[config.mk]
export PLATFORM = sky130hd
export DESIGN_NAME = priority_ready_scheduler_top
export DESIGN_NICKNAME = d
export VERILOG_FILES = /design/src/hw/rtl/psched_pkg.sv /design/src/hw/rtl/psched_cell.sv /design/src/hw/rtl/priority_ready_scheduler_top.sv
export SDC_FILE = /design/constraint.sdc
export NUM_CORES = 1
export LEC_CHECK = 0
export BUFFER_PORTS_ARGS = -buffer_cell sky130_fd_sc_hd__buf_2
export CORE_MARGIN = 1.5
export CORE_UTILIZATION = 41
export CTS_CLUSTER_DIAMETER = 120
export DETAILED_ROUTE_END_ITERATION = 10
export MAX_ROUTING_LAYER = met4
export PLACE_DENSITY = 0.64
export SKIP_CTS_REPAIR_TIMING = 1
export SLEW_MARGIN = 15
export SYNTH_ARGS = -nofsm -noshare
export SYNTH_HDL_FRONTEND = slang
export SYNTH_SLANG_ARGS = --single-unit
[constraint.sdc]
create_clock -name clk -period 3.15 [get_ports clk]
set_clock_uncertainty 0.1 [all_clocks]
set_input_delay 0.315 -clock clk [delete_from_list [all_inputs] [get_ports clk]]
set_output_delay 0.315 -clock clk [all_outputs]
set_load 0.05 [all_outputs]
[src/hw/rtl/psched_pkg.sv]
// types, codes and defaults shared by the priority scheduler
`default_nettype none

package psched_pkg;

  localparam int NUM_PRIO_DEF    = 8;
  localparam int MAX_TASKS_DEF   = 8;
  localparam int DELAY_WIDTH_DEF = 32;

  localparam int PRIO_W  = 3;
  localparam int COUNT_W = 4;
  localparam int SW_W    = 32;

  typedef logic [PRIO_W-1:0] idx_t;

  localparam logic [2:0] MODE_CREATE   = 3'd0;
  localparam logic [2:0] MODE_DELAY    = 3'd1;
  localparam logic [2:0] MODE_TICK     = 3'd2;
  localparam logic [2:0] MODE_RESCHED  = 3'd3;
  localparam logic [2:0] MODE_INT_EXIT = 3'd4;
  localparam logic [2:0] MODE_START    = 3'd5;

  localparam logic [1:0] ST_OK      = 2'd0;
  localparam logic [1:0] ST_FULL    = 2'd1;
  localparam logic [1:0] ST_IGNORED = 2'd2;

  typedef struct packed {
    logic [2:0]  mode;
    logic [2:0]  task_prio;
    logic [31:0] delay_ticks;
    logic        int_active;
    logic        sched_locked;
  } req_t;

  typedef struct packed {
    logic        switch_needed;
    logic [2:0]  next_prio;
    logic [7:0]  ready_bits;
    logic [1:0]  status;
    logic [31:0] switch_total;
  } rsp_t;

  typedef struct packed {
    logic valid;
    logic tick;
    logic found;
    idx_t idx;
  } tok_t;

  typedef struct packed {
    logic set_ready;
    logic clr_ready;
    logic clr_count;
    logic load_count;
  } cell_cmd_t;

endpackage

`default_nettype wire

[src/hw/rtl/psched_cell.sv]
// one priority slot: ready bit, delay counter and a stage of the scan chain
`default_nettype none

module psched_cell #(
  parameter int DELAY_WIDTH = psched_pkg::DELAY_WIDTH_DEF,
  parameter int IDX         = 0
) (
  input  wire logic                  clk,
  input  wire logic                  rst,
  input  wire psched_pkg::cell_cmd_t cmd,
  input  wire logic [DELAY_WIDTH-1:0] load_value,
  input  wire psched_pkg::tok_t      tok_in,
  output psched_pkg::tok_t           tok_out,
  output logic                       ready_bit
);

  logic [DELAY_WIDTH-1:0] count;
  logic                   ready;
  psched_pkg::tok_t       tok;
  psched_pkg::tok_t       tok_next;

  always_comb begin
    tok_next = tok_in;
    if (tok_in.valid && !tok_in.tick && !tok_in.found && ready) begin
      tok_next.found = 1'b1;
      tok_next.idx   = psched_pkg::idx_t'(IDX);
    end
  end

  always_ff @(posedge clk) begin
    if (rst) begin
      tok   <= '0;
      ready <= 1'b0;
      count <= '0;
    end else begin
      tok <= tok_next;
      if (cmd.set_ready) begin
        ready <= 1'b1;
      end
      if (cmd.clr_ready) begin
        ready <= 1'b0;
      end
      if (cmd.clr_count) begin
        count <= '0;
      end else if (cmd.load_count) begin
        count <= load_value;
      end else if (tok_in.valid && tok_in.tick && count != '0) begin
        count <= count - DELAY_WIDTH'(1);
        if (count == DELAY_WIDTH'(1)) begin
          ready <= 1'b1;
        end
      end
    end
  end

  assign tok_out   = tok;
  assign ready_bit = ready;

endmodule

`default_nettype wire

[src/hw/rtl/priority_ready_scheduler_top.sv]
// top level of the bitmap priority scheduler with tick delays
//
//   channel | direction | payload              | transfer when
//   req     | in        | psched_pkg::req_t    | req_valid & req_ready
//   rsp     | out       | psched_pkg::rsp_t    | rsp_valid & rsp_ready
//
// one event at a time; tick, delay, reschedule, interrupt exit and start send a
// token down the row of NUM_PRIO cells before the event finishes; create, zero
// delays and ignored events skip the scan and go from the apply step straight
// to the final step
// the cells form a chain with a token register in each slot
// synchronous reset clears all masks, counters and the switch count
// a held result stalls only the final step; the next event is taken meanwhile
`default_nettype none

module priority_ready_scheduler_top #(
  parameter int NUM_PRIO    = psched_pkg::NUM_PRIO_DEF,
  parameter int MAX_TASKS   = psched_pkg::MAX_TASKS_DEF,
  parameter int DELAY_WIDTH = psched_pkg::DELAY_WIDTH_DEF
) (
  input  wire logic             clk,
  input  wire logic             rst,
  input  wire logic             req_valid,
  output logic                  req_ready,
  input  wire psched_pkg::req_t req,
  output logic                  rsp_valid,
  input  wire logic             rsp_ready,
  output psched_pkg::rsp_t      rsp
);

  localparam logic [2:0] S_IDLE   = 3'd0;
  localparam logic [2:0] S_APPLY  = 3'd1;
  localparam logic [2:0] S_LAUNCH = 3'd2;
  localparam logic [2:0] S_SCAN   = 3'd3;
  localparam logic [2:0] S_FIN    = 3'd4;

  localparam logic [1:0] SCAN_TICK   = 2'd0;
  localparam logic [1:0] SCAN_SWITCH = 2'd1;
  localparam logic [1:0] SCAN_START  = 2'd2;

  logic [2:0]                        state;
  logic [2:0]                        mode;
  psched_pkg::idx_t                  prio;
  logic [DELAY_WIDTH-1:0]            ticks;
  logic                              blocked;
  logic [psched_pkg::COUNT_W-1:0]    task_count;
  psched_pkg::idx_t                  current_prio;
  logic                              running;
  logic [psched_pkg::SW_W-1:0]       switch_count;
  logic [1:0]                        status;
  logic                              sw;
  logic [1:0]                        scan_kind;

  logic [1:0]                        apply_status;
  logic                              apply_scan;
  logic [1:0]                        apply_kind;
  logic                              create_ok;
  logic                              delay_ok;
  logic                              start_ok;
  psched_pkg::idx_t                  pick;
  logic                              pick_changes;

  psched_pkg::tok_t                  chain [NUM_PRIO+1];
  psched_pkg::cell_cmd_t             cmd   [NUM_PRIO];
  logic [NUM_PRIO-1:0]               ready_vec;

  always_comb begin
    apply_status = psched_pkg::ST_OK;
    apply_scan   = 1'b0;
    apply_kind   = SCAN_SWITCH;
    create_ok    = 1'b0;
    delay_ok     = 1'b0;
    start_ok     = 1'b0;
    unique case (mode) inside
      psched_pkg::MODE_CREATE: begin
        if ({1'b0, prio} >= psched_pkg::COUNT_W'(NUM_PRIO)) begin
          apply_status = psched_pkg::ST_IGNORED;
        end else if (task_count >= psched_pkg::COUNT_W'(MAX_TASKS)) begin
          apply_status = psched_pkg::ST_FULL;
        end else begin
          create_ok = 1'b1;
        end
      end
      psched_pkg::MODE_DELAY: begin
        if (blocked) begin
          apply_status = psched_pkg::ST_IGNORED;
        end else if (ticks != '0) begin
          delay_ok   = 1'b1;
          apply_scan = 1'b1;
        end
      end
      psched_pkg::MODE_TICK: begin
        if (!running) begin
          apply_status = psched_pkg::ST_IGNORED;
        end else begin
          apply_scan = 1'b1;
          apply_kind = SCAN_TICK;
        end
      end
      psched_pkg::MODE_RESCHED, psched_pkg::MODE_INT_EXIT: begin
        if ((mode == psched_pkg::MODE_INT_EXIT && !running) || blocked) begin
          apply_status = psched_pkg::ST_IGNORED;
        end else begin
          apply_scan = 1'b1;
        end
      end
      psched_pkg::MODE_START: begin
        if (running) begin
          apply_status = psched_pkg::ST_IGNORED;
        end else begin
          start_ok   = 1'b1;
          apply_scan = 1'b1;
          apply_kind = SCAN_START;
        end
      end
      default: begin
        apply_status = psched_pkg::ST_IGNORED;
      end
    endcase
  end

  assign req_ready = (state == S_IDLE);

  assign chain[0] = '{valid: (state == S_LAUNCH), tick: (scan_kind == SCAN_TICK),
                      found: 1'b0, idx: '0};

  assign pick         = chain[NUM_PRIO].found ? chain[NUM_PRIO].idx : '0;
  assign pick_changes = (pick != current_prio);

  for (genvar i = 0; i < NUM_PRIO; i++) begin : g_cell
    always_comb begin
      cmd[i].set_ready  = (state == S_APPLY) && create_ok && (prio == psched_pkg::idx_t'(i));
      cmd[i].clr_count  = cmd[i].set_ready;
      cmd[i].clr_ready  = (state == S_APPLY) && delay_ok &&
                          (current_prio == psched_pkg::idx_t'(i));
      cmd[i].load_count = cmd[i].clr_ready;
    end

    psched_cell #(
      .DELAY_WIDTH (DELAY_WIDTH),
      .IDX         (i)
    ) u_cell (
      .clk        (clk),
      .rst        (rst),
      .cmd        (cmd[i]),
      .load_value (ticks),
      .tok_in     (chain[i]),
      .tok_out    (chain[i+1]),
      .ready_bit  (ready_vec[i])
    );
  end

  always_ff @(posedge clk) begin
    if (rst) begin
      state        <= S_IDLE;
      task_count   <= '0;
      current_prio <= '0;
      running      <= 1'b0;
      switch_count <= '0;
      rsp_valid    <= 1'b0;
    end else begin
      if (rsp_valid && rsp_ready && state != S_FIN) begin
        rsp_valid <= 1'b0;
      end
      unique case (state)
        S_IDLE: begin
          if (req_valid) begin
            state <= S_APPLY;
          end
        end
        S_APPLY: begin
          state <= apply_scan ? S_LAUNCH : S_FIN;
          if (create_ok) begin
            task_count <= task_count + 1'b1;
          end
          if (start_ok) begin
            running <= 1'b1;
          end
        end
        S_LAUNCH: begin
          state <= S_SCAN;
        end
        S_SCAN: begin
          if (chain[NUM_PRIO].valid) begin
            state <= S_FIN;
            if (scan_kind == SCAN_START) begin
              current_prio <= pick;
            end else if (scan_kind == SCAN_SWITCH && pick_changes) begin
              current_prio <= pick;
              switch_count <= switch_count + 1'b1;
            end
          end
        end
        S_FIN: begin
          if (!rsp_valid || rsp_ready) begin
            rsp_valid <= 1'b1;
            state     <= S_IDLE;
          end
        end
        default: begin
          state <= S_IDLE;
        end
      endcase
    end
  end

  always_ff @(posedge clk) begin
    if (state == S_IDLE && req_valid) begin
      mode    <= req.mode;
      prio    <= req.task_prio;
      ticks   <= req.delay_ticks[DELAY_WIDTH-1:0];
      blocked <= req.int_active | req.sched_locked;
    end
    if (state == S_APPLY) begin
      status    <= apply_status;
      sw        <= 1'b0;
      scan_kind <= apply_kind;
    end
    if (state == S_SCAN && chain[NUM_PRIO].valid) begin
      sw <= (scan_kind == SCAN_SWITCH) && pick_changes;
    end
    if (state == S_FIN && (!rsp_valid || rsp_ready)) begin
      rsp.switch_needed <= sw;
      rsp.next_prio     <= current_prio;
      rsp.ready_bits    <= 8'(ready_vec);
      rsp.status        <= status;
      rsp.switch_total  <= switch_count;
    end
  end

endmodule

`default_nettype wire

Word level (Yosys, flattened, before mapping)
Cells that the tools add are included.

cells by class
  add/sub/neg operators = 10
  magnitude comparators = 1
  equality and inequality tests = 38
  mux-type cells = 104
  bitwise logic cells = 2
  reductions and logical operators = 127

operators with widths
  cell                     count
  $mux W32                 16
  $reduce_bool A32 Y1      9
  $eq A32 B1 Y1 const B    8
  $sub A32 B1 Y32 const B  8
  $logic_and A1 B1 Y1      64
  $mux W1                  64
  $eq A3 B3 Y1 const B     11
  $add A32 B1 Y32 const B  1
  $mux W4                  8
  $reduce_or A2 Y1         15
  $eq A3 B2 Y1 const B     8
  $mux W3                  7
  $reduce_bool A2 Y1       10
  $logic_not A1 Y1         17
  $pmux W3 S5              1
  $eq A3 B1 Y1 const B     4
  $logic_not A3 Y1         4
  $mux W2                  5
  $pmux W2 S5              1
  $reduce_and A3 Y1        2
  $add A4 B1 Y4 const B    1
  $ge A4 B4 Y1 const B     1
  $ne A2 B2 Y1 const B     2
  $pmux W1 S4              1
  other kinds (12)         14

storage, ports and cells
  flip-flop bits (word level) = 445
  output and inout port bits = 48
  word-level logic and storage cells = 353

Depth between registers and ports, before layout
  depth after elaboration = 11
  gate-level depth with buffers = 11

Cells and area by module
Synthesis repeated with hierarchy kept, for this count alone.

second synthesis, totals
  cell total of the unflattened synthesis = 2,707
  area total of the unflattened synthesis = 23,561.3 um^2

modules (own cells, without submodules)
  module                              times used  cells an instance  area an instance (um^2)  sequential area each (um^2)
  priority_ready_scheduler_top        1           439                5,362.6                  3,583.4
  psched_cell (g_cell[5].u_cell ...)  2           276                2,257.2                  780.7
  psched_cell (g_cell[1].u_cell ...)  2           272                2,145.8                  780.7
  psched_cell (g_cell[0].u_cell)      1           306                2,382.3                  780.7
  psched_cell (g_cell[3].u_cell)      1           291                2,358.5                  780.7
  psched_cell (g_cell[7].u_cell)      1           290                2,354.8                  780.7
  psched_cell (g_cell[4].u_cell)      1           285                2,297.2                  780.7

Least setup slack after synthesis
Ideal clock, no wire load.

  path kind = register -> register
  start point = register state[0]
  end point = register rsp[0] (netlist bit), enable pin
  library setup time = 0.465 ns
  arrival = 2.904 ns
  slack = -0.319 ns
  cell stages (with the launch flop) = 5
  period minus slack after synthesis = 3.469 ns
  cells stage by stage = dfxtp_1 -> clkbuf_1 -> nor2_1 -> nand2_1 -> a21oi_1

between the ends
  word-level cells in the longest chain between the ends = 2

RTL lines
  what                      line                                 source
  start: declaration        priority_ready_scheduler_top.sv:41   logic [2:0] state;
  start signal: assignment  priority_ready_scheduler_top.sv:172  state <= apply_scan ? S_LAUNCH : S_FIN;
  $eq A3 B3 Y1              priority_ready_scheduler_top.sv:222  if (state == S_FIN && (!rsp_valid || rsp_ready)) begin
  $logic_and A1 B1 Y1       priority_ready_scheduler_top.sv:222
  end: declaration          priority_ready_scheduler_top.sv:28   output psched_pkg::rsp_t rsp

No other way between the ends.
A chain may end at the register's enable or synchronous reset.

Worst setup path in the final report
  start point = register g_cell[5].u_cell.count[4]
  end point = register g_cell[5].u_cell.count[28]

between the ends
  word-level cells in the longest chain between the ends = 3

RTL lines
  what                                                           line                                  source
  start: declaration                                             psched_cell.sv:17                     logic [DELAY_WIDTH-1:0] count;
  start signal: assignment                                       psched_cell.sv:46                     count <= load_value;
  start signal: assignment                                       psched_cell.sv:48                     count <= count - DELAY_WIDTH'(1);
  $sub A32 B1 Y32 / $reduce_bool A32 Y1 (equally long branches)  psched_cell.sv:48, psched_cell.sv:47
  $mux W32 / $logic_and A1 B1 Y1 (equally long branches)         psched_cell.sv:47                     end else if (tok_in.valid && tok_in.tick && count != '0) begin
  $mux W32 / $reduce_bool A2 Y1 (equally long branches)          --

Parallel ways exist; a longest one is shown, timed or not. The select of a mux whose other input is x is not followed.

==> flow_summary_export.csv <==
group,metric,value,unit
worst_setup_path,max_stage_delay,570,ps
drt,viasPerCell,5.823,
cells_and_area,drive_above_1_share,13.05,%
worst_setup_path,cp-start-kind,"flip-flop",
drt,drc,0,
global_route,grt_max_degree,64,
cts,clock_sinks,438,
drt,vias,18730,
synth,synthArstFlopShare,0,%
drt,ant_nets,0,
timing,slew_viol_final,0,
worst_setup_path,reg2reg_depth,6,
synth,synth_edf_count,90,
cells_and_area,synthToLayoutAreaGrowth,17.74,%
drt,met1_length,29240,um
hold_path,hp-start,"req_valid",
hold_path,hp-class,"in -> reg",
global_route,antenna_found_initial,4,
global_route,grt_pass1_wl,96680,um
timing,rsz0062_at_grt,"false",
timing,layout_min_cycle_time,2989,ps
placed_design,place_congestion,0.9111,
timing,hold_viol,2,
timing,fin_hold_ws,-16.12,ps
die,fp.dieH,229.7,um
cts,cts-htree-levels,2,
placed_design,dp_slack,102.6,ps
synth,synth_nets,2440,
die,dieArea,0.05276,sq mm
worst_setup_path,r2r_slack,160,ps
timing,finalCritPeriodShare,94.90,%
status,outcome,"finished with violations",
cells_and_area,antenna_cells,0,
synth,yosysUniqueCellTypes,71,
pwr,peakVddDrop,0.4613,mV
global_route,grtUsageTotal,23.91,%
status,violations,"negative hold slack",
cts,clkLatencyLatePin,600,ps
timing,fmax,0.3345,GHz
timing,finalWorstSetupSlack,160.7,ps
drt,dr.pass1.iters,5,
worst_setup_path,path_cells,"or4_4, or4_4, or2_4, or4_4, o31a_1, a221o_1",
cts,clock_path_buffers,3,
placed_design,hpwl,41300,um
synth,synth_cells,2369,
drt,wl,63560,um
cts,cts_tree,"built",
timing,finalSetupViolCount,0,
drt,drt_iter0_markers,1608,
synth,ys_seq_area_share,45.89,%
worst_setup_path,r2r_start,"g_cell[5].u_cell.count[4]",
cells_and_area,fin_nets,2576,
synth,synth-seq-cells,438,
pwr,p_leak,0.008880,uW
worst_setup_path,cp-end-kind,"flip-flop",
timing,worst_pin_slew,1060,ps
timing,relSlewSlack,29.29,%
worst_setup_path,worstSetupPathType,"reg -> reg",
die,coreArea,0.05048,sq mm
cells_and_area,nFillCells,4731,
drt,routed-wl-met3,4530,um
run,drv_cap,0,
cts,cts-root-buf,"clkbuf_16",
worst_setup_path,cp_max_fo,5,
die,start_util,41.74,%
die,std_cell_rows,82,
die,ios,92,
cts,path_clk_slew,60,ps
hold_path,whs_path_depth,4,
worst_setup_path,cp.arrival,3380,ps
worst_setup_path,path_common_cell,"or4_4",
placed_design,io_buffers,91,
global_route,grt_pass1_vias,17170,
die,die_w,229.7,um
drt,top_layer_used,"met4",
synth,syn_area,0.02107,sq mm
synth,avgSynthCellArea,8.894,sq um
global_route,grt_remaining_overflow,0,
synth,yosysWarnings,0,
drt,wl_per_cell,19.76,um
cts,cts_buffers,49,
hold_path,hold_end,"state[0]",
worst_setup_path,crit_required,3540,ps
timing,finalSetupTns,0,ps
pwr,powerDensity,495.4,mW/mm^2
worst_setup_path,slowest_stage,"or4_4",
worst_setup_path,worstReg2RegEnd,"g_cell[5].u_cell.count[28]",
drt,dr_wl_met2,27840,um
synth,synth_ff_type,"dfxtp_1",
cell families after synthesis:
group           count (synthesis)  share of synthesized area (%)
compound gates                583                          16.29
xor+xnor                      220                          9.145
fa+ha+maj                      27                          1.603
buf+inv                       190                          3.444
flops                         438                          45.89
mux                             9                         0.4454
simple gates                  902                          23.18
cell usage after synthesis (50+ instances only):
library cell | count | area share [%]
dfxtp_1 | 348 | 33
o21ai_0 | 207 | 4.9
nor2_1 | 195 | 3.5
a21oi_1 | 186 | 4.4
clkbuf_1 | 127 | 2.3
nand2_1 | 119 | 2.1
xnor2_1 | 118 | 4.9
nor3_1 | 113 | 2.7
xor2_1 | 102 | 4.2
nor4_1 | 100 | 3.0
edfxtp_1 | 90 | 13
nand3_1 | 78 | 1.9
or4_1 | 50 | 1.8
sequential cells by signal, indices dropped and copies added (netlist names):
register                 cells
running                      1
mode                         3
status                       2
rsp_valid                    1
g_cell.u_cell.count        256
sw                           1
blocked                      1
ticks                       32
g_cell.u_cell.tok_out       40
task_count                   4
current_prio                 3
state                        3
scan_kind                    2
prio                         3
g_cell.u_cell.ready_bit      8
rsp                         46
switch_count                32
where the power goes:
| part | switching, uW | internal (uW) | leakage [uW] |
|---|---|---|---|
| registers | 54.8 | 5800 | 0.00365 |
| logic | 519 | 195 | 0.00445 |
| clock network | 2380 | 3340 | 0.000782 |
| total | 2950 | 9340 | 0.00888 |
worst max path at each step:
stage                                       to                  startpoint  cells after the start  slack (ps)
floorplan           g_cell[5].u_cell.count[28]   g_cell[5].u_cell.count[4]                      7         140
global placement    g_cell[0].u_cell.count[16]  g_cell[0].u_cell.count[17]                      6         120
detailed placement  g_cell[0].u_cell.count[17]  g_cell[0].u_cell.count[17]                      6         100
CTS                 g_cell[0].u_cell.count[17]  g_cell[0].u_cell.count[17]                      6          60
global route        g_cell[5].u_cell.count[28]                     mode[2]                      7          70
finish              g_cell[5].u_cell.count[28]   g_cell[5].u_cell.count[4]                      6         160
per-stage QoR:
stage | cells | cell area [sq um] | total power [uW] | utilization, % | hold slack [ps]
2_1_floorplan | 2369 | 21080 | 6287 | - | 300.3
3_3_place_gp | 3085 | 22790 | 6618 | 45.15 | 309.8
3_5_place_dp | 3085 | 22790 | 6625 | 45.15 | 304.5
4_1_cts | 3176 | 24380 | 12310 | 48.29 | -230.9
5_1_grt | 3217 | 24810 | 12660 | 49.14 | 2.648
6_report | 3217 | 24810 | 12290 | 49.14 | -16.12
final cells by class:
| cell class | count | area [sq um] | share of cell area [%] |
|---|---|---|---|
| well taps | 672 | 840.8 | 3.389 |
| repair buffers | 243 | 1827 | 7.364 |
| flip-flops and latches | 438 | 9669 | 38.98 |
| clock buffers | 68 | 1359 | 5.477 |
| multi-input cells | 1741 | 10760 | 43.39 |
| inverters | 32 | 120.1 | 0.4842 |
| clock inverters | 23 | 227.7 | 0.9179 |
routing by layer:
metal / vias up / GRT usage (%)
met5: - / -
met3: 107 / 4.278
met4: 0 / 7.618
li1: 8992 / -
met2: 648 / 35.50
met1: 8986 / 32.96
critical path: cells and delay by family (launching register included):
| kind | cells | cell delay [ps] |
|---|---|---|
| AOI/OAI and AO/OA | 2 | 550 |
| and+or+nand+nor | 4 | 1890 |
| DFF | 1 | 340 |
placed cells by master, fill, tap and decap left out, types with 12 or more instances in the layout:
cell type and n:
or4_1 49, edfxtp_1 90, dfxtp_1 348, dlygate4sd3_1 41
o211ai_1 31, xor2_1 102, nand4b_1 17, o31ai_1 12
buf_2 90, inv_1 32, a211oi_1 40, nor4_1 97
a31oi_1 34, clkinv_2 12, nand4_1 38, buf_4 102
clkbuf_16 50, clkbuf_1 14, nor2_1 193, a21oi_1 185
o21ai_0 206, nand2_1 119, nor3_1 112, nor2b_1 24
xnor2_1 118, or2_2 21, and2_1 12, nand2b_1 15
ha_1 27, o2111ai_1 13, nand3_1 77, or3_1 41
and3_1 19
Note: power is estimated with default switching activity, not from simulation.
